==> config.mk <==
export PLATFORM = sky130hd
export DESIGN_NAME = frup_sqrt_cell
export DESIGN_NICKNAME = d
export VERILOG_FILES = /design/src/hw/rtl/frup_pkg.sv /design/src/hw/rtl/frup_sqrt_cell.sv
export SDC_FILE = /design/constraint.sdc
export NUM_CORES = 1
export LEC_CHECK = 0
export BUFFER_PORTS_ARGS = -buffer_cell sky130_fd_sc_hd__buf_2
export CELL_PAD_IN_SITES_DETAIL_PLACEMENT = 1
export CELL_PAD_IN_SITES_GLOBAL_PLACEMENT = 1
export CORE_AREA = 2 2 405 407
export CTS_CLUSTER_SIZE = 20
export DETAILED_ROUTE_END_ITERATION = 12
export DIE_AREA = 0 0 407 409
export GPL_TIMING_DRIVEN = 0
export PLACE_DENSITY_LB_ADDON = 0.1
export SLEW_MARGIN = 10
export SYNTH_ARGS = -nofsm -noshare
export SYNTH_HDL_FRONTEND = slang
export SYNTH_SLANG_ARGS = --single-unit
==> constraint.sdc <==
create_clock -name clk -period 0.9 [get_ports clk]
set_input_delay 0.045 -clock clk [delete_from_list [all_inputs] [get_ports clk]]
set_output_delay 0.045 -clock clk [all_outputs]
set_load 0.02 [all_outputs]
==> src/hw/rtl/frup_pkg.sv <==
// Shared types, widths and helpers for the unpolarized Fresnel reflectance unit.
// Used by the square-root cell, the divider cell and the top level.
package frup_pkg;

	localparam int FRAC    = 24;
	localparam int FX_W    = FRAC + 1;
	localparam int IDX_W   = 16;
	localparam int CODE_W  = 3;
	localparam int SQ_W    = 2 * FRAC + 1;
	localparam int PROD_W  = 2 * FX_W;
	localparam int RND_W   = PROD_W + 1;
	localparam int TERM_W  = RND_W - FRAC + 1;
	localparam int DSQ_W   = 2 * (IDX_W + 1);
	localparam int DEN_W   = DSQ_W + 1;
	localparam int NUM_W   = DEN_W + FX_W;
	localparam int IN_W    = ((2 * IDX_W + FX_W + 7) / 8) * 8;
	localparam int OUT_W   = ((2 * FX_W + CODE_W + 7) / 8) * 8;

	localparam logic [FX_W-1:0]  ONE_FX   = {1'b1, {FRAC{1'b0}}};
	localparam logic [SQ_W-1:0]  SQ_ONE   = {1'b1, {(2 * FRAC){1'b0}}};
	localparam logic [RND_W:0]   HALF_RND = (RND_W + 1)'(1) << (FRAC - 1);

	localparam logic REG_NORMAL_TOL  = 1'b0;
	localparam logic REG_GRAZING_THR = 1'b1;

	typedef enum logic [CODE_W-1:0] {
		CASE_MATCHED = 3'd0,
		CASE_NORMAL  = 3'd1,
		CASE_GRAZING = 3'd2,
		CASE_TIR     = 3'd3,
		CASE_GENERAL = 3'd4
	} case_code_t;

	typedef struct packed {
		logic [SQ_W-1:0] v;
		logic [SQ_W-1:0] res;
		logic [SQ_W-1:0] wgt;
	} sqrt_t;

	typedef struct packed {
		logic [NUM_W-1:0] rem;
		logic [NUM_W-1:0] den_sh;
		logic [FX_W-1:0]  quo;
		logic             ovf;
	} div_t;

	typedef struct packed {
		logic [IDX_W-1:0]  ni;
		logic [IDX_W-1:0]  nt;
		logic [FX_W-1:0]   c;
		logic              matched;
		logic              normal;
		logic              grazing;
		logic              tir;
		logic [DSQ_W-1:0]  dsq;
		logic [DSQ_W-1:0]  ssq;
		logic [FX_W-1:0]   si;
		logic [FX_W-1:0]   st;
		logic [FX_W-1:0]   ct;
		logic [TERM_W-1:0] ta;
		logic [TERM_W-1:0] tb;
		logic [TERM_W-1:0] tc;
		logic [TERM_W-1:0] td;
		logic [FX_W-1:0]   t1;
		logic [FX_W-1:0]   t2;
	} ctx_t;

	function automatic logic [TERM_W-1:0] rnd_fx(input logic [RND_W-1:0] p);
		logic [RND_W:0] t;
		t = {1'b0, p} + HALF_RND;
		return t[RND_W:FRAC];
	endfunction

	function automatic logic [TERM_W-1:0] rnd_absdiff(input logic [RND_W-1:0] p,
			input logic [RND_W-1:0] q);
		logic [TERM_W-1:0] r;
		if (p >= q) begin
			r = rnd_fx(p - q);
		end else begin
			r = rnd_fx(q - p);
		end
		return r;
	endfunction

	function automatic div_t div_init(input logic [NUM_W-1:0] num,
			input logic [DEN_W-1:0] den);
		div_t d;
		d.rem    = num;
		d.den_sh = NUM_W'(den) << FRAC;
		d.quo    = '0;
		d.ovf    = (num >= {den, {FX_W{1'b0}}});
		return d;
	endfunction

	function automatic logic [FX_W-1:0] div_sat(input div_t d);
		logic [FX_W-1:0] r;
		if (d.ovf || (d.quo > ONE_FX)) begin
			r = ONE_FX;
		end else begin
			r = d.quo;
		end
		return r;
	endfunction

endpackage

==> src/hw/rtl/frup_sqrt_cell.sv <==
// One step of the integer square root: a single result bit per cell.
// Depends on frup_pkg for the step state and the item context.
module frup_sqrt_cell import frup_pkg::*; (
	input  logic  clk,
	input  logic  arst_n,
	input  logic  en,
	input  logic  valid_in,
	input  sqrt_t sq_in,
	input  ctx_t  ctx_in,
	output logic  valid_out,
	output sqrt_t sq_out,
	output ctx_t  ctx_out
);

	logic [SQ_W:0] trial;
	sqrt_t         nxt;

	always_comb begin
		trial   = {1'b0, sq_in.res} + {1'b0, sq_in.wgt};
		nxt.wgt = sq_in.wgt >> 2;
		if ({1'b0, sq_in.v} >= trial) begin
			nxt.v   = sq_in.v - trial[SQ_W-1:0];
			nxt.res = (sq_in.res >> 1) + sq_in.wgt;
		end else begin
			nxt.v   = sq_in.v;
			nxt.res = sq_in.res >> 1;
		end
	end

	always_ff @(posedge clk or negedge arst_n) begin
		if (!arst_n) begin
			valid_out <= 1'b0;
		end else if (en) begin
			valid_out <= valid_in;
		end
	end

	always_ff @(posedge clk) begin
		if (en) begin
			sq_out  <= nxt;
			ctx_out <= ctx_in;
		end
	end

endmodule

Yosys cells after proc, flatten, opt, wreduce, memory -nomap -nowiden
Index checks and enable logic that the tools add are counted.

word-level totals
  flip-flop bits (word level) = 512
  output and inout bits = 514
  word-level logic and storage cells = 28

operators by class
  add/sub/neg operators = 3
  magnitude comparators = 1
  mux-type cells = 1

operators with widths
  operator                        number
  two-way mux 98 bit              1
  adder 49 x 49 -> 50 bit         1
  >= comparator 49 x 50 -> 1 bit  1
  adder 48 x 49 -> 49 bit         1
  subtractor 49 bit               1

Longest topological paths before layout
  depth in word-level cells = 3
  gate-level depth with buffers = 27
  gate-level depth less buffers = 23

Least setup slack after synthesis
No wires, ideal clock.

  kind = input-to-reg
  from = input port sq_in[0] in the netlist's numbering
  to = register sq_out[49] in the netlist's numbering (data pin)
  library setup time = 0.260 ns
  arrival time = 5.561 ns
  slack = -4.922 ns
  stages = 24
  path buffers = 2
  cell sequence = ha_1 -> fa_1 -> a21o_1 -> a21oi_1 -> o21bai_1 -> a2111oi_0 -> nor2_1 -> and2_1 -> o21a_1 -> o41ai_1 -> o21ai_0 -> xnor2_1 -> ha_1 -> nand3_2 -> nor4_4 -> inv_1 -> o211ai_1 -> o21ai_2 -> o41ai_4 -> a21oi_2 -> or4_4 -> buf_6 -> buf_6 -> mux2_4

RTL lines
  item                    line                  source
  start: declaration      frup_sqrt_cell.sv:8   input sqrt_t sq_in,
  end signal: assignment  frup_sqrt_cell.sv:40  sq_out <= nxt;
  end: declaration        frup_sqrt_cell.sv:11  output sqrt_t sq_out,

==> reports/qor.csv <==
stage;metric;value;unit
status;outcome;finished, violations left;
status;violations;negative hold slack, negative setup slack;
final_layout;fillerInstances;17900;
global_routing;grt_overflow;0;
clock_tree;cts_max_level;3;
sta;report.final.slew_viol_count;0;
critical_path;crit_arrival;5910;ps
yosys;synth-edff-count;511;
global_routing;grt_usage;18.0;%
floorplan;row_count;148;
hold_path;hp-class;input port to register;
drt;via_count;23200;
sta;final.setup.tns;-670420;ps
sta;tightest_slew;1160;ps
placed_design;dp_hpwl;122000;µm
critical_path;cpPeakStageDelay;530;ps
floorplan;core;0.162;mm²
power;pwr-share-comb;35.2;%
power;switching_share;35.0;%
floorplan;fp.dieW;407;µm
global_routing;grt_antenna_before_repair;85;
yosys;async_flop_share;0.195;%
drt;wire_per_inst;26.7;µm
critical_path;required;1290;ps
yosys;synthTopCellsByCount;edfxtp_1 (511), nand2_1 (177), a21oi_1 (149);
yosys;synth_area;0.0246;mm²
power;p_sw;32.0;mW
placed_design;place_congestion;0.842;
global_routing;grt_start_max_net_pins;107;
critical_path;path_max_fanout;6;
power;p_int;59.4;mW
power;powerDensity;2010;mW/mm²
yosys;synth_cell_types;73;
drt;drt_iter0_drc;1079;
flow_run;cap_violations;0;
sta;setup_violations;802;
critical_path;end_kind;register;
critical_path;cp-start-kind;input port;
clock_tree;cts.path.max_buffers;3;
floorplan;start_util;15.2;%
drt;dr.pass1.iters;5;
clock_tree;cts_tree;done;
yosys;synth_cells;1902;
floorplan;die_height;409;µm
drt;wl;155000;µm
floorplan;die_area;0.166;mm²
drt;drtAntennaViolNets;0;
final_layout;drive_gt1_share;41.1;%
critical_path;path_class;input port to register;
sta;rsz0062_at_grt;yes;
clock_tree;cts_made_buffers;72;
sta;finalCritPeriodShare;614;%
sta;clock_skew;0;ps
clock_tree;clk_latency;670;ps
sta;hold_slack;-194;ps
placed_design;pre_cts_ws;-6760;ps
power;leakage;18.7;nW
sta;fmaxAchievable;0.181;GHz
yosys;synth_flop_cell;edfxtp_1;
drt;vias_per_cell;3.98;
sta;slew_headroom;21.9;%
final_layout;fin_nets;4226;
yosys;ys_ff_latch;512;
sta;layout_min_cycle_time;5520;ps
power;finalPower;91.4;mW
clock_tree;clockRootBuffer;clkbuf_16;
power;clockPowerShare;31.4;%
yosys;post-synth-top-area-fraction;62.3;%
final_layout;syn2layout_area_growth;84.9;%
sta;setup_ws;-4620;ps
power;seqPwrFrac;33.4;%
floorplan;io_pins;1031;
global_routing;grt_pass1_wl;209000;µm
yosys;yosysTopAreaCell;edfxtp_1;
power;ir_drop;1.24;mV
yosys;ys_seq_area_share;62.4;%
drt;route.detailed.drc;0;
yosys;ys_warn_count;0;
sta;hold_viol;37;
global_routing;grt_pass1_vias;25600;
clock_tree;cts.clk_slew.worst_paths;50;ps
placed_design;port_buffers;1028;
yosys;synth.area.top_cells;edfxtp_1 (62%), ha_1 (7.4%), a21oi_1 (3.0%);
critical_path;crit_path_top_delay_cell;or4_4;
yosys;syn_avg_cell_area;13.0;µm²
clock_tree;cts_sinks;512;
yosys;post-synth-top-count-cell;edfxtp_1;
[power by group through the flow]
stage | clock network, mW | registers (mW) | logic (mW)
2_1_floorplan | 0 | 33.5 | 9.83
3_3_place_gp | 0 | 30.8 | 23.1
3_5_place_dp | 0 | 30.4 | 23.3
4_1_cts | 30.1 | 30.4 | 30.7
5_1_grt | 30.7 | 30.8 | 34.3
6_report | 28.7 | 30.5 | 32.1
[flip-flops by register name, summed over array words and instances, names as in the netlist]
register,cells
ctx_out,366
sq_out,145
valid_out,1
[placed cells by master (no fill, tap or decap), drive strengths merged, types with 14 or more instances in the layout]
cell         Yosys  layout
dlygate4sd3      0     514
clkbuf          44     117
inv             43      46
a21oi          150     150
nor3            23      23
clkinv           0      37
o21bai          31      31
xnor2           78      78
edfxtp         511     511
nor2b           22      22
nand4           28      28
nand3           36      36
buf             17    1096
ha             146     146
xor2            55      55
o21ai          168     168
o21a            17      17
a21o            98      98
nor2            67      67
diode            0      33
nand2          177     177
nand2b          16      16
a211oi          14      14
[per-stage QoR]
| step | instances | cell area (µm²) | util [%] |
|---|---|---|---|
| floorplan | 1903 | 24700 | - |
| global placement | 5106 | 32600 | 20.1 |
| detailed placement | 5112 | 32700 | 20.2 |
| CTS | 5783 | 43800 | 27.1 |
| global route | 5811 | 45500 | 28.1 |
| finish | 5825 | 45500 | 28.1 |
[layout make-up]
class	instances	area (µm²)	area share [%]
Sequential cell	512	15400	33.7
Multi-Input combinational cell	1287	10300	22.7
Timing Repair Buffer	1597	14100	31.0
Inverter	43	161	0.354
Clock inverter	48	444	0.975
Antenna cell	33	82.6	0.181
Buffer	47	464	1.02
Clock buffer	83	1860	4.09
Tap cell	2175	2720	5.98
[repair_timing]
action,in CTS,in global routing
gates resized for setup,952,430
setup endpoints to repair,802,802
gates cloned,11,2
endpoints found under the hold margin,549,38
hold buffers,513,1
setup buffers,26,10
pin swaps,38,43
[worst max-delay path: cells and delay by family]
family / cells / cell delay, ps
and+or+nand+nor: 7 / 1440
adders and majority gates: 3 / 830
buffers and inverters: 9 / 1400
AOI/OAI and AO/OA: 13 / 2130
[path summary, 6_finish.rpt]
kind,startpoint,end,slack [ps],cells after the start
max,sq_in[0],sq_out[142]$_DFFE_PP_,-4620,32
min,en,sq_out[95]$_DFFE_PP_,-190,1
max reg2reg,valid_out$_DFFE_PN0P_,valid_out$_DFFE_PN0P_,150,1
min reg2reg,valid_out$_DFFE_PN0P_,valid_out$_DFFE_PN0P_,530,1
max in group asynchronous,arst_n,valid_out$_DFFE_PN0P_,230,3
min in group asynchronous,arst_n,valid_out$_DFFE_PN0P_,440,3
[per-layer routing]
metal / wire (µm) / vias to the layer above / GRT usage [%]
li1: - / 10600 / -
met1: 58000 / 11500 / 19.6
met2: 80300 / 793 / 32.6
met3: 9480 / 243 / 4.23
met4: 7320 / 32 / 8.24
met5: 193 / - / 0
[cells by family after synthesis]
kind of cell	count (synthesis)	share of synthesized area, %
buf+inv	104	2.01
xor+xnor	133	4.73
other cells	1	0.0152
flops	512	62.4
compound gates	570	14.5
simple gates	425	8.25
fa+ha+maj	149	7.66
mux	8	0.437
(Power assumes the default switching activity.)
