[src/hw/rtl/frup_pkg.sv]
// Shared types, widths and helpers for the unpolarized Fresnel reflectance unit.
// Used by the square-root cell, the divider cell and the top level.
package frup_pkg;

	localparam int FRAC    = 24;
	localparam int FX_W    = FRAC + 1;
	localparam int IDX_W   = 16;
	localparam int CODE_W  = 3;
	localparam int SQ_W    = 2 * FRAC + 1;
	localparam int PROD_W  = 2 * FX_W;
	localparam int RND_W   = PROD_W + 1;
	localparam int TERM_W  = RND_W - FRAC + 1;
	localparam int DSQ_W   = 2 * (IDX_W + 1);
	localparam int DEN_W   = DSQ_W + 1;
	localparam int NUM_W   = DEN_W + FX_W;
	localparam int IN_W    = ((2 * IDX_W + FX_W + 7) / 8) * 8;
	localparam int OUT_W   = ((2 * FX_W + CODE_W + 7) / 8) * 8;

	localparam logic [FX_W-1:0]  ONE_FX   = {1'b1, {FRAC{1'b0}}};
	localparam logic [SQ_W-1:0]  SQ_ONE   = {1'b1, {(2 * FRAC){1'b0}}};
	localparam logic [RND_W:0]   HALF_RND = (RND_W + 1)'(1) << (FRAC - 1);

	localparam logic REG_NORMAL_TOL  = 1'b0;
	localparam logic REG_GRAZING_THR = 1'b1;

	typedef enum logic [CODE_W-1:0] {
		CASE_MATCHED = 3'd0,
		CASE_NORMAL  = 3'd1,
		CASE_GRAZING = 3'd2,
		CASE_TIR     = 3'd3,
		CASE_GENERAL = 3'd4
	} case_code_t;

	typedef struct packed {
		logic [SQ_W-1:0] v;
		logic [SQ_W-1:0] res;
		logic [SQ_W-1:0] wgt;
	} sqrt_t;

	typedef struct packed {
		logic [NUM_W-1:0] rem;
		logic [NUM_W-1:0] den_sh;
		logic [FX_W-1:0]  quo;
		logic             ovf;
	} div_t;

	typedef struct packed {
		logic [IDX_W-1:0]  ni;
		logic [IDX_W-1:0]  nt;
		logic [FX_W-1:0]   c;
		logic              matched;
		logic              normal;
		logic              grazing;
		logic              tir;
		logic [DSQ_W-1:0]  dsq;
		logic [DSQ_W-1:0]  ssq;
		logic [FX_W-1:0]   si;
		logic [FX_W-1:0]   st;
		logic [FX_W-1:0]   ct;
		logic [TERM_W-1:0] ta;
		logic [TERM_W-1:0] tb;
		logic [TERM_W-1:0] tc;
		logic [TERM_W-1:0] td;
		logic [FX_W-1:0]   t1;
		logic [FX_W-1:0]   t2;
	} ctx_t;

	function automatic logic [TERM_W-1:0] rnd_fx(input logic [RND_W-1:0] p);
		logic [RND_W:0] t;
		t = {1'b0, p} + HALF_RND;
		return t[RND_W:FRAC];
	endfunction

	function automatic logic [TERM_W-1:0] rnd_absdiff(input logic [RND_W-1:0] p,
			input logic [RND_W-1:0] q);
		logic [TERM_W-1:0] r;
		if (p >= q) begin
			r = rnd_fx(p - q);
		end else begin
			r = rnd_fx(q - p);
		end
		return r;
	endfunction

	function automatic div_t div_init(input logic [NUM_W-1:0] num,
			input logic [DEN_W-1:0] den);
		div_t d;
		d.rem    = num;
		d.den_sh = NUM_W'(den) << FRAC;
		d.quo    = '0;
		d.ovf    = (num >= {den, {FX_W{1'b0}}});
		return d;
	endfunction

	function automatic logic [FX_W-1:0] div_sat(input div_t d);
		logic [FX_W-1:0] r;
		if (d.ovf || (d.quo > ONE_FX)) begin
			r = ONE_FX;
		end else begin
			r = d.quo;
		end
		return r;
	endfunction

endpackage

[src/hw/rtl/frup_div_cell.sv]
// One restoring division step: a single quotient bit per cell.
// Depends on frup_pkg for the divider state and the item context.
module frup_div_cell import frup_pkg::*; (
	input  logic clk,
	input  logic arst_n,
	input  logic en,
	input  logic valid_in,
	input  div_t dv_in,
	input  ctx_t ctx_in,
	output logic valid_out,
	output div_t dv_out,
	output ctx_t ctx_out
);

	div_t nxt;

	always_comb begin
		nxt.den_sh = dv_in.den_sh >> 1;
		nxt.ovf    = dv_in.ovf;
		if (dv_in.rem >= dv_in.den_sh) begin
			nxt.rem = dv_in.rem - dv_in.den_sh;
			nxt.quo = {dv_in.quo[FX_W-2:0], 1'b1};
		end else begin
			nxt.rem = dv_in.rem;
			nxt.quo = {dv_in.quo[FX_W-2:0], 1'b0};
		end
	end

	always_ff @(posedge clk or negedge arst_n) begin
		if (!arst_n) begin
			valid_out <= 1'b0;
		end else if (en) begin
			valid_out <= valid_in;
		end
	end

	always_ff @(posedge clk) begin
		if (en) begin
			dv_out  <= nxt;
			ctx_out <= ctx_in;
		end
	end

endmodule
[config.mk]
export PLATFORM = sky130hd
export DESIGN_NAME = frup_div_cell
export DESIGN_NICKNAME = d
export VERILOG_FILES = /design/src/hw/rtl/frup_pkg.sv /design/src/hw/rtl/frup_div_cell.sv
export SDC_FILE = /design/constraint.sdc
export NUM_CORES = 1
export LEC_CHECK = 0
export ABC_AREA = 1
export BUFFER_PORTS_ARGS = -buffer_cell sky130_fd_sc_hd__buf_4
export CAP_MARGIN = 20
export CORE_AREA = 2 2 404 406
export DETAILED_ROUTE_END_ITERATION = 16
export DIE_AREA = 0 0 406 408
export PLACE_DENSITY = 0.32
export SYNTH_ARGS = -nofsm -noshare
export SYNTH_HDL_FRONTEND = slang
export SYNTH_SLANG_ARGS = --single-unit
export TNS_END_PERCENT = 10
[constraint.sdc]
create_clock -name clk -period 0.8 [get_ports clk]
set_input_delay 0.08 -clock clk [delete_from_list [all_inputs] [get_ports clk]]
set_output_delay 0.08 -clock clk [all_outputs]
set_load 0.03 [all_outputs]
Word-level counts from Yosys, hierarchy flattened
Cells that the tools add are included.
W data, S select, Z words.

operators by class
  magnitude comparators = 1
  add/sub/neg operators = 1
  muxes and demuxes = 2

operator list
  cell              number
  $ge A60 B60 Y1    1
  $mux W60          1
  $sub A60 B60 Y60  1
  $mux W1           1

storage, ports and cells
  word-level logic and storage cells = 27
  register bits = 512
  output and inout bits = 513

Longest topological paths before layout
Gate-level depths: netlist of the first run.

  depth after elaboration = 2
  depth in mapped cells = 18
  mapped depth without buffers = 16

Worst setup path before layout of the first run
Ideal clock, no wire load.

  path type = input -> register
  start point = in dv_in[86] (netlist name)
  end point = reg dv_out[143] (netlist name) (data pin)
  cell stages on the path = 16
  data arrival time = 1.735 ns
  library setup time = 0.253 ns
  buffers on the path = 1
  slack = -1.188 ns
  path through = inv_1 ha_1 fa_1 inv_1 nand2_1 nand2_1 nand3_2 nand2_2 nand2_2 nand2_2 nand2_1 nand3_2 nand3_2 buf_2 nand3_1 nand2_1

RTL lines
  element                 line                 source
  start: declaration      frup_div_cell.sv:8   input div_t dv_in,
  end signal: assignment  frup_div_cell.sv:39  dv_out <= nxt;
  end: declaration        frup_div_cell.sv:11  output div_t dv_out,

==> results of run 1 <==
cell families after synthesis:
family / count (synthesis)
buffers and inverters: 404
flip-flops: 512
multiplexers: 1
other: 1
AND/OR/NAND/NOR: 890
adder cells (fa/ha/maj): 61
AO/OA/AOI/OAI: 75
XOR/XNOR: 31
synthesized netlist by cell type (2+ instances only):
library cell	n	share of area, %
sky130_fd_sc_hd__nor2_4	3	0.15
sky130_fd_sc_hd__buf_2	11	0.25
sky130_fd_sc_hd__nor2_1	98	1.7
sky130_fd_sc_hd__nand2_1	610	10
sky130_fd_sc_hd__xnor2_1	2	0.079
sky130_fd_sc_hd__a21o_1	2	0.068
sky130_fd_sc_hd__ha_1	60	3.4
sky130_fd_sc_hd__inv_1	374	6.3
sky130_fd_sc_hd__edfxtp_1	511	69
sky130_fd_sc_hd__nand2_2	9	0.25
sky130_fd_sc_hd__xor2_1	29	1.1
sky130_fd_sc_hd__nand4_1	20	0.56
sky130_fd_sc_hd__buf_12	2	0.18
sky130_fd_sc_hd__nand3_1	106	2.4
sky130_fd_sc_hd__nor3_1	5	0.11
sky130_fd_sc_hd__inv_2	13	0.22
sky130_fd_sc_hd__nor2_2	9	0.25
sky130_fd_sc_hd__nor4_1	3	0.085
sky130_fd_sc_hd__o21bai_1	4	0.14
sky130_fd_sc_hd__and2_1	6	0.17
sky130_fd_sc_hd__o21ai_0	31	0.70
sky130_fd_sc_hd__nand3_2	16	0.72
sky130_fd_sc_hd__nor3_2	3	0.14
sky130_fd_sc_hd__a21oi_1	37	0.84
through the flow:
stage	hold WS [ns]	setup slack (ns)
finish	-0.217	-0.833
global route	-0.285	-0.870
CTS	-0.421	-0.758
detailed placement	-0.127	-1.76
global placement	-0.127	-1.78
floorplan	-0.216	-1.08
power by group through the flow:
stage          registers [mW]  logic, mW  clock network, mW
5_1_grt                  33.7       26.9               34.0
4_1_cts                  33.2       24.6               33.1
3_3_place_gp             33.7       20.4                  0
6_report                 33.5       25.5               31.8
3_5_place_dp             33.6       20.3                  0
2_1_floorplan            38.2       3.89                  0
final cells by class:
type / count / area (sq um) / share of cell area, %
Clock inverter: 36 / 450 / 0.974
Antenna cell: 25 / 62.6 / 0.135
Clock buffer: 87 / 1840 / 3.97
Timing Repair Buffer: 1907 / 17600 / 38.1
Tap cell: 2175 / 2720 / 5.88
Inverter: 388 / 1500 / 3.24
Sequential cell: 512 / 15400 / 33.2
Multi-Input combinational cell: 1059 / 6700 / 14.5
worst max-delay path by stage:
stage,to,startpoint,slack (ns),cells after the start
floorplan,dv_out[133]$_DFFE_PP_,dv_in[86],-1.08,18
global placement,dv_out[116]$_DFFE_PP_,dv_in[51],-1.78,12
detailed placement,dv_out[116]$_DFFE_PP_,dv_in[51],-1.76,12
CTS,dv_out[107]$_DFFE_PP_,dv_in[65],-0.76,17
global route,dv_out[108]$_DFFE_PP_,dv_in[86],-0.87,19
finish,dv_out[104]$_DFFE_PP_,dv_in[86],-0.83,19
registers in the layout, summed over array words and instances (netlist names):
register,flops
valid_out,1
dv_out,145
ctx_out,366
repair_timing:
item | 4_1_cts | 5_1_grt
hold buffers | 511 | 3
hold endpoints to repair | 622 | 9
resized for setup | 341 | 422
setup buffers | 26 | 3
pin swaps | 23 | 25
setup endpoints to repair | 573 | 1084
gates cloned | 8 | 4
routing by layer:
metal | share of wire [%] | track usage, % | vias up
li1 | - | - | 10400
met1 | 37 | 18.1 | 10500
met2 | 53 | 31.8 | 779
met3 | 7.0 | 4.68 | 223
met4 | 3.6 | 5.10 | 14
met5 | 0.060 | 0 | -
critical path: stages:
cell                        delay [ns]
sky130_fd_sc_hd__buf_8            0.09
sky130_fd_sc_hd__inv_12           0.03
sky130_fd_sc_hd__ha_4             0.17
sky130_fd_sc_hd__fa_2             0.40
sky130_fd_sc_hd__inv_2            0.08
sky130_fd_sc_hd__nand2_2          0.05
sky130_fd_sc_hd__nand2_2          0.06
sky130_fd_sc_hd__nand3_2          0.06
sky130_fd_sc_hd__nand2_2          0.08
sky130_fd_sc_hd__nand2_2          0.06
sky130_fd_sc_hd__nand2_2          0.08
sky130_fd_sc_hd__nand2_2          0.05
sky130_fd_sc_hd__nand2_2          0.08
sky130_fd_sc_hd__nand2_2          0.07
sky130_fd_sc_hd__nand3_4          0.10
sky130_fd_sc_hd__buf_12           0.14
sky130_fd_sc_hd__buf_12           0.14
sky130_fd_sc_hd__clkbuf_16        0.16
sky130_fd_sc_hd__o21ai_1          0.06
==> flow_summary_export.csv, run 1 <==
group,metric,value,unit
timing,post-route-worst-setup-slack,-0.833,ns
layout,layout-area-overhead-vs-synth,109,%
layout,layout_common_cells,"971 x sky130_fd_sc_hd__buf_4, 522 x sky130_fd_sc_hd__nand2_1, 514 x sky130_fd_sc_hd__dlygate4sd3_1",
clocking,cts_tree,"done",
yosys,post_synth_inst_count,1975,
clocking,ctsRootBufferMaster,"sky130_fd_sc_hd__clkbuf_16",
setup_path,worst_ep_arrival_time,2.05,ns
yosys,ys_warn_count,0,
routing,detailroute.via_count,21900,
setup_path,r2r-start,"valid_out$_DFFE_PN0P_",
timing,finalClockSkew,0,ns
setup_path,timing.critical_path.fanout_max,6,
min_path,timing.hold.worst_path_depth,3,
min_path,hold_path_end,"dv_out[86]$_DFFE_PP_",
power_and_ir_drop,power.share.switching,31.8,%
setup_path,timing.reg2reg.setup_slack,0.05,ns
power_and_ir_drop,seq_power_share,36.9,%
clocking,path_clk_slew,0.05,ns
timing,finalSetupTns,-470.07,ns
routing,drt-initial-drc-count,1173,
layout,fin_area,46300,sq um
clocking,cts.sinks,512,
die,die-width,406,um
clocking,htreeDepth,3,
yosys,synth_seq_cells,512,
grt,grt_first_pass_wirelength,191000,um
die,placeableCoreArea,162000,sq um
flow_run,cap_violations,0,
grt,pin_count_of_the_biggest_net_entering_global_routing,34,
power_and_ir_drop,power_report.internal_total,62.0,mW
clocking,worst_skew_pair.late_latency,0.67,ns
power_and_ir_drop,powerDensity,1960,nW/um^2
die,fp.dieArea,166000,sq um
timing,timing.fmax,612,MHz
grt,grt_antenna_before_repair,62,
yosys,post_synth_mux_area_share,0.0508,%
timing,setup_repair_after_global_routing_missed_its_margin,"true",
grt,first_global_vias,22900,
setup_path,setup.worst_path.start_class,"input port",
routing,router_iterations_before_antenna_repair,7,
outcome,violations_in_the_final_reports,"hold timing, setup timing",
power_and_ir_drop,vdd_ir_drop_max,1.41,mV
yosys,syn-mean-instance-area,11.2,sq um
die,floorplan.initialDensity,13.7,%
die,die_y,408,um
layout,final_nets,4516,
die,placementRows,148,
clocking,numCtsBuffers,71,
layout,utilization,28.6,%
routing,drc,0,
layout,mostFrequentLayoutCell,"sky130_fd_sc_hd__buf_4",
layout,fraction_of_layout_cells_with_a_size_suffix_above_1,46.1,%
yosys,yosys_most_used_dff,"sky130_fd_sc_hd__edfxtp_1",
yosys,yosys.cell_types.count,35,
grt,globalRouteTotalUtil,16.9,%
min_path,worstHoldPathType,"input port to flop",
grt,gr_ovfl_total,0,
yosys,synth_xor_area_share,1.23,%
yosys,yosys.area_share.simple,16.9,%
power_and_ir_drop,power.net_switching,28.9,mW
place,dp_hpwl,120000,um
place,placedInstanceArea,35300,sq um
setup_path,endpoint_kind,"flop",
timing,period_share,204,%
min_path,min-delay-start,"dv_in[86]",
routing,routed_via_density,3.54,
place,placer_congestion_estimate,0.878,
routing,totalWireLength,146000,um
yosys,synthesized_cell_area,22200,sq um
power_and_ir_drop,p_leak,20.7,nW
routing,post_dr_wirelength_cell,23.6,um
setup_path,worstSetupPathType,"input port to flop",
timing,final-hold-violation-count,1,
yosys,synth_compound_area_share,1.78,%
yosys,synth_seq_area_share,69.4,%
yosys,postSynthNetCount,2552,
layout,num-fill-cells,17200,
yosys,number_of_enable_type_register_cells_in_the_synthesized_netlist,511,
setup_path,worstPathRequired,1.21,ns
clocking,cts_max_path_buffers,3,
outcome,run_status,"finished, violations left",
place,place_inst,5491,
place,numPortBuffers,1026,
setup_path,worst_r2r_path_depth,1,
die,io-pin-count,1029,
routing,postRouteAntennaNets,0,
setup_path,rr_endpoint,"valid_out$_DFFE_PN0P_",
timing,final.min_clock_period,1.63,ns
power_and_ir_drop,p_total,90.8,mW
yosys,async_reset_ff_share,0.195,%
yosys,post_synth_fa_ha_maj_area_fraction,3.48,%
power_and_ir_drop,power_frac_comb,28.1,%
timing,timing.final.max_slew_violations,0,
timing,whs,-0.217,ns
power_and_ir_drop,power_frac_clock,35.0,%
yosys,synth_top_family_by_area,"simple AND/OR/NAND/NOR gates",
timing,setup_viol_count_final,1084,
layout,layout.cells.non_filler,6189,
Note: power is estimated with default switching activity, not from simulation.
==> run 2: changes to the inputs <==
--- a/config.mk
+++ b/config.mk
@@ -9,9 +9,9 @@
 export BUFFER_PORTS_ARGS = -buffer_cell sky130_fd_sc_hd__buf_4
 export CAP_MARGIN = 20
 export CORE_AREA = 2 2 404 406
+export CTS_CLUSTER_SIZE = 10
 export DETAILED_ROUTE_END_ITERATION = 16
 export DIE_AREA = 0 0 406 408
-export PLACE_DENSITY = 0.32
 export SYNTH_ARGS = -nofsm -noshare
 export SYNTH_HDL_FRONTEND = slang
 export SYNTH_SLANG_ARGS = --single-unit
==> flow_summary_export.csv, run 2 (same netlist as run 1, synthesis figures left out) <==
group,metric,value,unit
timing,post-route-worst-setup-slack,-0.828,ns
routing,drc,0,
flow_run,cap_violations,0,
setup_path,worst_ep_arrival_time,2.06,ns
timing,timing_worst_slew_pin_value,0.804,ns
layout,final_nets,4497,
timing,finalClockSkew,0,ns
layout,seq_area,15400,sq um
routing,totalWireLength,149000,um
die,die-width,406,um
clocking,worst_skew_pair.late_latency,0.68,ns
outcome,violations_in_the_final_reports,"hold timing, setup timing",
timing,timing.fmax,614,MHz
layout,layout_common_cells,"814 x sky130_fd_sc_hd__buf_4, 520 x sky130_fd_sc_hd__dlygate4sd3_1, 516 x sky130_fd_sc_hd__nand2_1",
layout,fraction_of_layout_cells_with_a_size_suffix_above_1,45.6,%
power_and_ir_drop,p_leak,20.8,nW
setup_path,worstSetupPathType,"input port to flop",
layout,layout-area-overhead-vs-synth,110,%
clocking,cts.sinks,512,
layout,multi_input_comb_area,6790,sq um
clocking,cts_max_path_buffers,3,
timing,setup_repair_after_global_routing_missed_its_margin,"true",
setup_path,timing.critical_path.fanout_max,5,
power_and_ir_drop,vdd_ir_drop_max,1.91,mV
timing,timing.final.max_slew_violations,0,
die,placementRows,148,
die,io-pin-count,1029,
layout,utilization,28.8,%
setup_path,setup.worst_path.start_class,"input port",
grt,globalRouteTotalUtil,17.1,%
grt,gr_ovfl_total,0,
routing,drt-initial-drc-count,1654,
clocking,numCtsBuffers,71,
min_path,worstHoldPathType,"input port to flop",
layout,mostFrequentLayoutCell,"sky130_fd_sc_hd__buf_4",
timing,period_share,204,%
routing,postRouteAntennaNets,0,
die,placeableCoreArea,162000,sq um
place,numPortBuffers,1026,
layout,regMostFlops,"ctx_out",
layout,num-fill-cells,16500,
clocking,cts_tree,"done",
routing,routed_via_density,3.72,
clocking,ctsRootBufferMaster,"sky130_fd_sc_hd__clkbuf_16",
power_and_ir_drop,powerDensity,1960,nW/um^2
place,dp_worst_setup_slack,-1.67,ns
timing,final.min_clock_period,1.63,ns
place,placer_congestion_estimate,0.928,
place,place_inst,5455,
setup_path,endpoint_kind,"flop",
die,floorplan.initialDensity,13.7,%
layout,layout.cells.non_filler,6161,
grt,grt_antenna_before_repair,63,
timing,worst_slew_margin_relative_to_its_limit,46.2,%
setup_path,worstPathRequired,1.23,ns
clocking,path_clk_slew,0.05,ns
routing,post_dr_wirelength_cell,24.2,um
layout,flip_flop_count_of_the_largest_register_all_copies_and_words_added,366,
layout,biggest_regs,"ctx_out x366, dv_out x145, valid_out x1",
grt,grt_first_pass_wirelength,194000,um
timing,setup_viol_count_final,650,
grt,pin_count_of_the_biggest_net_entering_global_routing,41,
routing,router_iterations_before_antenna_repair,5,
place,dp_hpwl,114000,um
routing,detailroute.via_count,22900,
grt,first_global_vias,23800,
die,die_y,408,um
timing,final-hold-violation-count,1,
outcome,run_status,"finished, violations left",
timing,whs,-0.360,ns
die,fp.dieArea,166000,sq um
clocking,htreeDepth,3,
==> run 2: final cells by class <==
class                      count  area share, %
antenna                       28          0.150
clock buffer                  86           3.94
clock inverter                25          0.763
inverter                     388           3.19
multi-input combinational   1059           14.6
sequential                   512           33.0
tap                         2175           5.84
timing repair buffer        1888           38.5
==> run 2: report_power, final <==
group | total, mW | switching, mW | internal [mW]
combinational | 26.2 | 14.4 | 11.7
sequential | 33.8 | 1.43 | 32.3
clock | 31.3 | 13.1 | 18.2
==> run 2: metal layers <==
metal | global-route usage, % | vias to the layer above | share of wire [%]
li1 | - | 10400 | -
met3 | 5.09 | 254 | 7.9
met2 | 30.6 | 1092 | 50
met4 | 8.01 | 32 | 5.0
met1 | 18.4 | 11100 | 36
met5 | 0 | - | 0.14
==> run 2: final timing paths <==
kind                                  startpoint               endpoint  slack [ns]  cells past startpoint
hold reg to reg            valid_out$_DFFE_PN0P_  valid_out$_DFFE_PN0P_        0.53                      1
setup reg to reg           valid_out$_DFFE_PN0P_  valid_out$_DFFE_PN0P_        0.05                      1
min in group asynchronous                 arst_n  valid_out$_DFFE_PN0P_        0.06                      2
setup / recovery                       dv_in[75]  dv_out[118]$_DFFE_PP_       -0.83                     18
max in group asynchronous                 arst_n  valid_out$_DFFE_PN0P_        0.66                      2
hold / removal                         dv_in[27]   dv_out[26]$_DFFE_PP_       -0.36                      1
==> run 2: what timing repair did <==
action | CTS | global route
setup endpoints to repair | 573 | 663
buffers inserted | 33 | 4
resized for setup | 548 | 365
cloned | 14 | 2
hold buffers | 516 | 7
pin swaps | 37 | 30
hold endpoints to repair | 575 | 31
==> run 2: critical path: stages <==
cell	delay [ns]
sky130_fd_sc_hd__buf_4	0.13
sky130_fd_sc_hd__inv_2	0.07
sky130_fd_sc_hd__ha_4	0.21
sky130_fd_sc_hd__nand2_1	0.05
sky130_fd_sc_hd__nand2_1	0.07
sky130_fd_sc_hd__inv_2	0.08
sky130_fd_sc_hd__nor2_1	0.05
sky130_fd_sc_hd__nor2_2	0.15
sky130_fd_sc_hd__nand2_2	0.13
sky130_fd_sc_hd__nand2_2	0.09
sky130_fd_sc_hd__nand2_1	0.06
sky130_fd_sc_hd__a21oi_2	0.15
sky130_fd_sc_hd__nand3_4	0.14
sky130_fd_sc_hd__buf_12	0.17
sky130_fd_sc_hd__buf_8	0.14
sky130_fd_sc_hd__clkbuf_16	0.16
sky130_fd_sc_hd__nand2_2	0.08
sky130_fd_sc_hd__nand2_2	0.05
==> run 2: per-stage QoR <==
stage               power, mW  cell area [sq um]  TNS, ns  hold WS (ns)
finish                   91.3              46600  -341.22        -0.360
global route             94.4              46500  -382.61        -0.426
CTS                      90.7              45200  -390.57        -0.424
detailed placement       53.6              35000  -183.60        -0.120
global placement         53.6              35000  -182.49        -0.120
floorplan                42.1              22300   -65.47        -0.216
==> run 3: changes to the inputs <==
==> constraint.sdc (replaced) <==
create_clock -name clk -period 0.8 [get_ports clk]
set_input_delay 0.16 -clock clk [delete_from_list [all_inputs] [get_ports clk]]
set_output_delay 0.16 -clock clk [all_outputs]
set_load 0.03 [all_outputs]
==> flow_summary_export.csv, run 3 (same netlist as run 1, synthesis figures left out) <==
group,metric,value,unit
routing,totalWireLength,144000,um
layout,biggest_regs,"ctx_out x366, dv_out x145, valid_out x1",
die,die-width,406,um
timing,finalClockSkew,0,ns
clocking,htreeDepth,3,
clocking,worst_skew_pair.late_latency,0.68,ns
setup_path,timing.critical_path.fanout_max,33,
power_and_ir_drop,power_report.internal_total,60.7,mW
routing,post_dr_wirelength_cell,23.4,um
setup_path,worst_ep_arrival_time,2.13,ns
place,dp_hpwl,114000,um
die,fp.dieArea,166000,sq um
min_path,min-delay-start,"dv_in[91]",
grt,grt_first_pass_wirelength,188000,um
grt,gr_ovfl_total,0,
routing,detailroute.via_count,22700,
outcome,run_status,"finished, violations left",
power_and_ir_drop,power.net_switching,28.4,mW
timing,worst_slew_margin_relative_to_its_limit,45.9,%
setup_path,critPathLaunch,"dv_in[62]",
die,io-pin-count,1029,
setup_path,worstSetupPathType,"input port to flop",
routing,drc,0,
place,placer_congestion_estimate,0.929,
die,die_y,408,um
power_and_ir_drop,p_leak,20.1,nW
die,placeableCoreArea,162000,sq um
power_and_ir_drop,p_total,89.1,mW
timing,post-route-worst-setup-slack,-0.886,ns
power_and_ir_drop,power_frac_comb,27.8,%
clocking,cts_max_path_buffers,3,
layout,flip_flop_count_of_the_largest_register_all_copies_and_words_added,366,
grt,first_global_vias,23300,
timing,finalSetupTns,-367.20,ns
timing,period_share,211,%
setup_path,worstPathRequired,1.24,ns
layout,fraction_of_layout_cells_with_a_size_suffix_above_1,44.8,%
place,numPortBuffers,1026,
layout,utilization,27.7,%
setup_path,setup.worst_path.start_class,"input port",
timing,timing_worst_slew_pin_value,0.809,ns
layout,layout-area-overhead-vs-synth,102,%
clocking,numCtsBuffers,71,
setup_path,timing.reg2reg.setup_slack,0.05,ns
power_and_ir_drop,seq_power_share,37.5,%
clocking,path_clk_slew,0.06,ns
routing,postRouteAntennaNets,0,
power_and_ir_drop,vdd_ir_drop_max,1.58,mV
routing,drt-initial-drc-count,1472,
timing,setup_repair_after_global_routing_missed_its_margin,"true",
clocking,cts.sinks,512,
routing,router_iterations_before_antenna_repair,5,
layout,layout_common_cells,"1227 x sky130_fd_sc_hd__buf_4, 524 x sky130_fd_sc_hd__nand2_1, 517 x sky130_fd_sc_hd__dlygate4sd3_1",
die,placementRows,148,
timing,final.min_clock_period,1.69,ns
grt,globalRouteTotalUtil,16.6,%
layout,final_nets,4489,
flow_run,cap_violations,0,
outcome,violations_in_the_final_reports,"setup timing",
power_and_ir_drop,power.share.switching,31.9,%
power_and_ir_drop,powerDensity,1990,nW/um^2
setup_path,r2r-start,"valid_out$_DFFE_PN0P_",
routing,routed_via_density,3.68,
timing,timing.fmax,593,MHz
setup_path,endpoint_kind,"flop",
layout,regMostFlops,"ctx_out",
timing,setup_viol_count_final,585,
timing,timing.final.max_slew_violations,0,
die,floorplan.initialDensity,13.7,%
grt,pin_count_of_the_biggest_net_entering_global_routing,34,
min_path,worstHoldPathType,"input port to flop",
clocking,cts_tree,"done",
clocking,ctsRootBufferMaster,"sky130_fd_sc_hd__clkbuf_16",
layout,mostFrequentLayoutCell,"sky130_fd_sc_hd__buf_4",
grt,grt_antenna_before_repair,63,
timing,final-hold-violation-count,0,
power_and_ir_drop,power_frac_clock,34.7,%
run 3: changes by cell type in the layout (fill, tap and decap cells not counted), sizes merged, moves of 2 or more:
| cell | change |
|---|---|
| clkbuf | -6 |
| dlygate4sd3 | -3 |
| bufinv | -2 |
| clkinvlp | +2 |
run 3: power by group through the flow:
stage | Combinational (mW) | Sequential [mW] | Clock, mW
floorplan | 3.89 | 38.2 | 0
global route | 25.9 | 33.6 | 32.8
detailed placement | 20.0 | 33.7 | 0
CTS | 24.4 | 33.4 | 31.9
finish | 24.7 | 33.4 | 30.9
global placement | 19.9 | 33.8 | 0
run 3: worst paths after layout:
path / cells after the start / endpoint
max in group asynchronous: 2 / valid_out$_DFFE_PN0P_
min reg2reg: 1 / valid_out$_DFFE_PN0P_
min in group asynchronous: 2 / valid_out$_DFFE_PN0P_
min: 5 / dv_out[91]$_DFFE_PP_
max: 17 / dv_out[129]$_DFFE_PP_
max reg2reg: 1 / valid_out$_DFFE_PN0P_
run 3: per-layer routing:
| metal | wire [um] | global-route usage, % | part of all wire [%] |
|---|---|---|---|
| met5 | 195 | 0 | 0.14 |
| met4 | 7360 | 7.80 | 5.1 |
| met3 | 11600 | 4.76 | 8.1 |
| met2 | 72300 | 29.7 | 50 |
| met1 | 52500 | 18.0 | 36 |
run 3: layout make-up:
cell class / instances / area [sq um]
diodes: 29 / 72.6
repair buffers: 1880 / 16300
fillers: 16800 / 117000
well taps: 2175 / 2720
multi-input cells: 1059 / 6600
clock inverters: 26 / 362
inverters: 388 / 1480
clock buffers: 83 / 1840
flip-flops and latches: 512 / 15400
run 3: metrics by stage:
stage / cell area (sq um) / cells / setup WS [ns] / hold WS (ns)
global placement: 35100 / 5469 / -1.92 / -0.0396
CTS: 44200 / 6121 / -0.832 / -0.260
floorplan: 22300 / 1975 / -1.16 / -0.136
global route: 44700 / 6142 / -0.888 / 0.0153
finish: 44700 / 6152 / -0.886 / 0.0695
detailed placement: 35100 / 5469 / -1.82 / -0.0395
run 3: what timing repair did:
action | in CTS | in global routing
setup buffers | 21 | 2
hold endpoints to repair | 522 | 1
cloned | 7 | 1
pin swaps | 37 | 8
hold buffers | 515 | 2
setup endpoints to repair | 573 | 585
gates resized for setup | 354 | 98
run 3: critical path, cell delays in order:
cell and delay [ns]:
sky130_fd_sc_hd__buf_4 0.09, sky130_fd_sc_hd__inv_1 0.06, sky130_fd_sc_hd__ha_4 0.34, sky130_fd_sc_hd__nand2_4 0.09, sky130_fd_sc_hd__nor2_4 0.19, sky130_fd_sc_hd__inv_2 0.06
sky130_fd_sc_hd__nor2_4 0.12, sky130_fd_sc_hd__nand2_1 0.08, sky130_fd_sc_hd__nand2_2 0.10, sky130_fd_sc_hd__buf_4 0.11, sky130_fd_sc_hd__buf_4 0.08, sky130_fd_sc_hd__inv_1 0.05
sky130_fd_sc_hd__nand3_2 0.11, sky130_fd_sc_hd__nand3_4 0.08, sky130_fd_sc_hd__buf_12 0.17, sky130_fd_sc_hd__nand3_1 0.13, sky130_fd_sc_hd__nand2_2 0.06
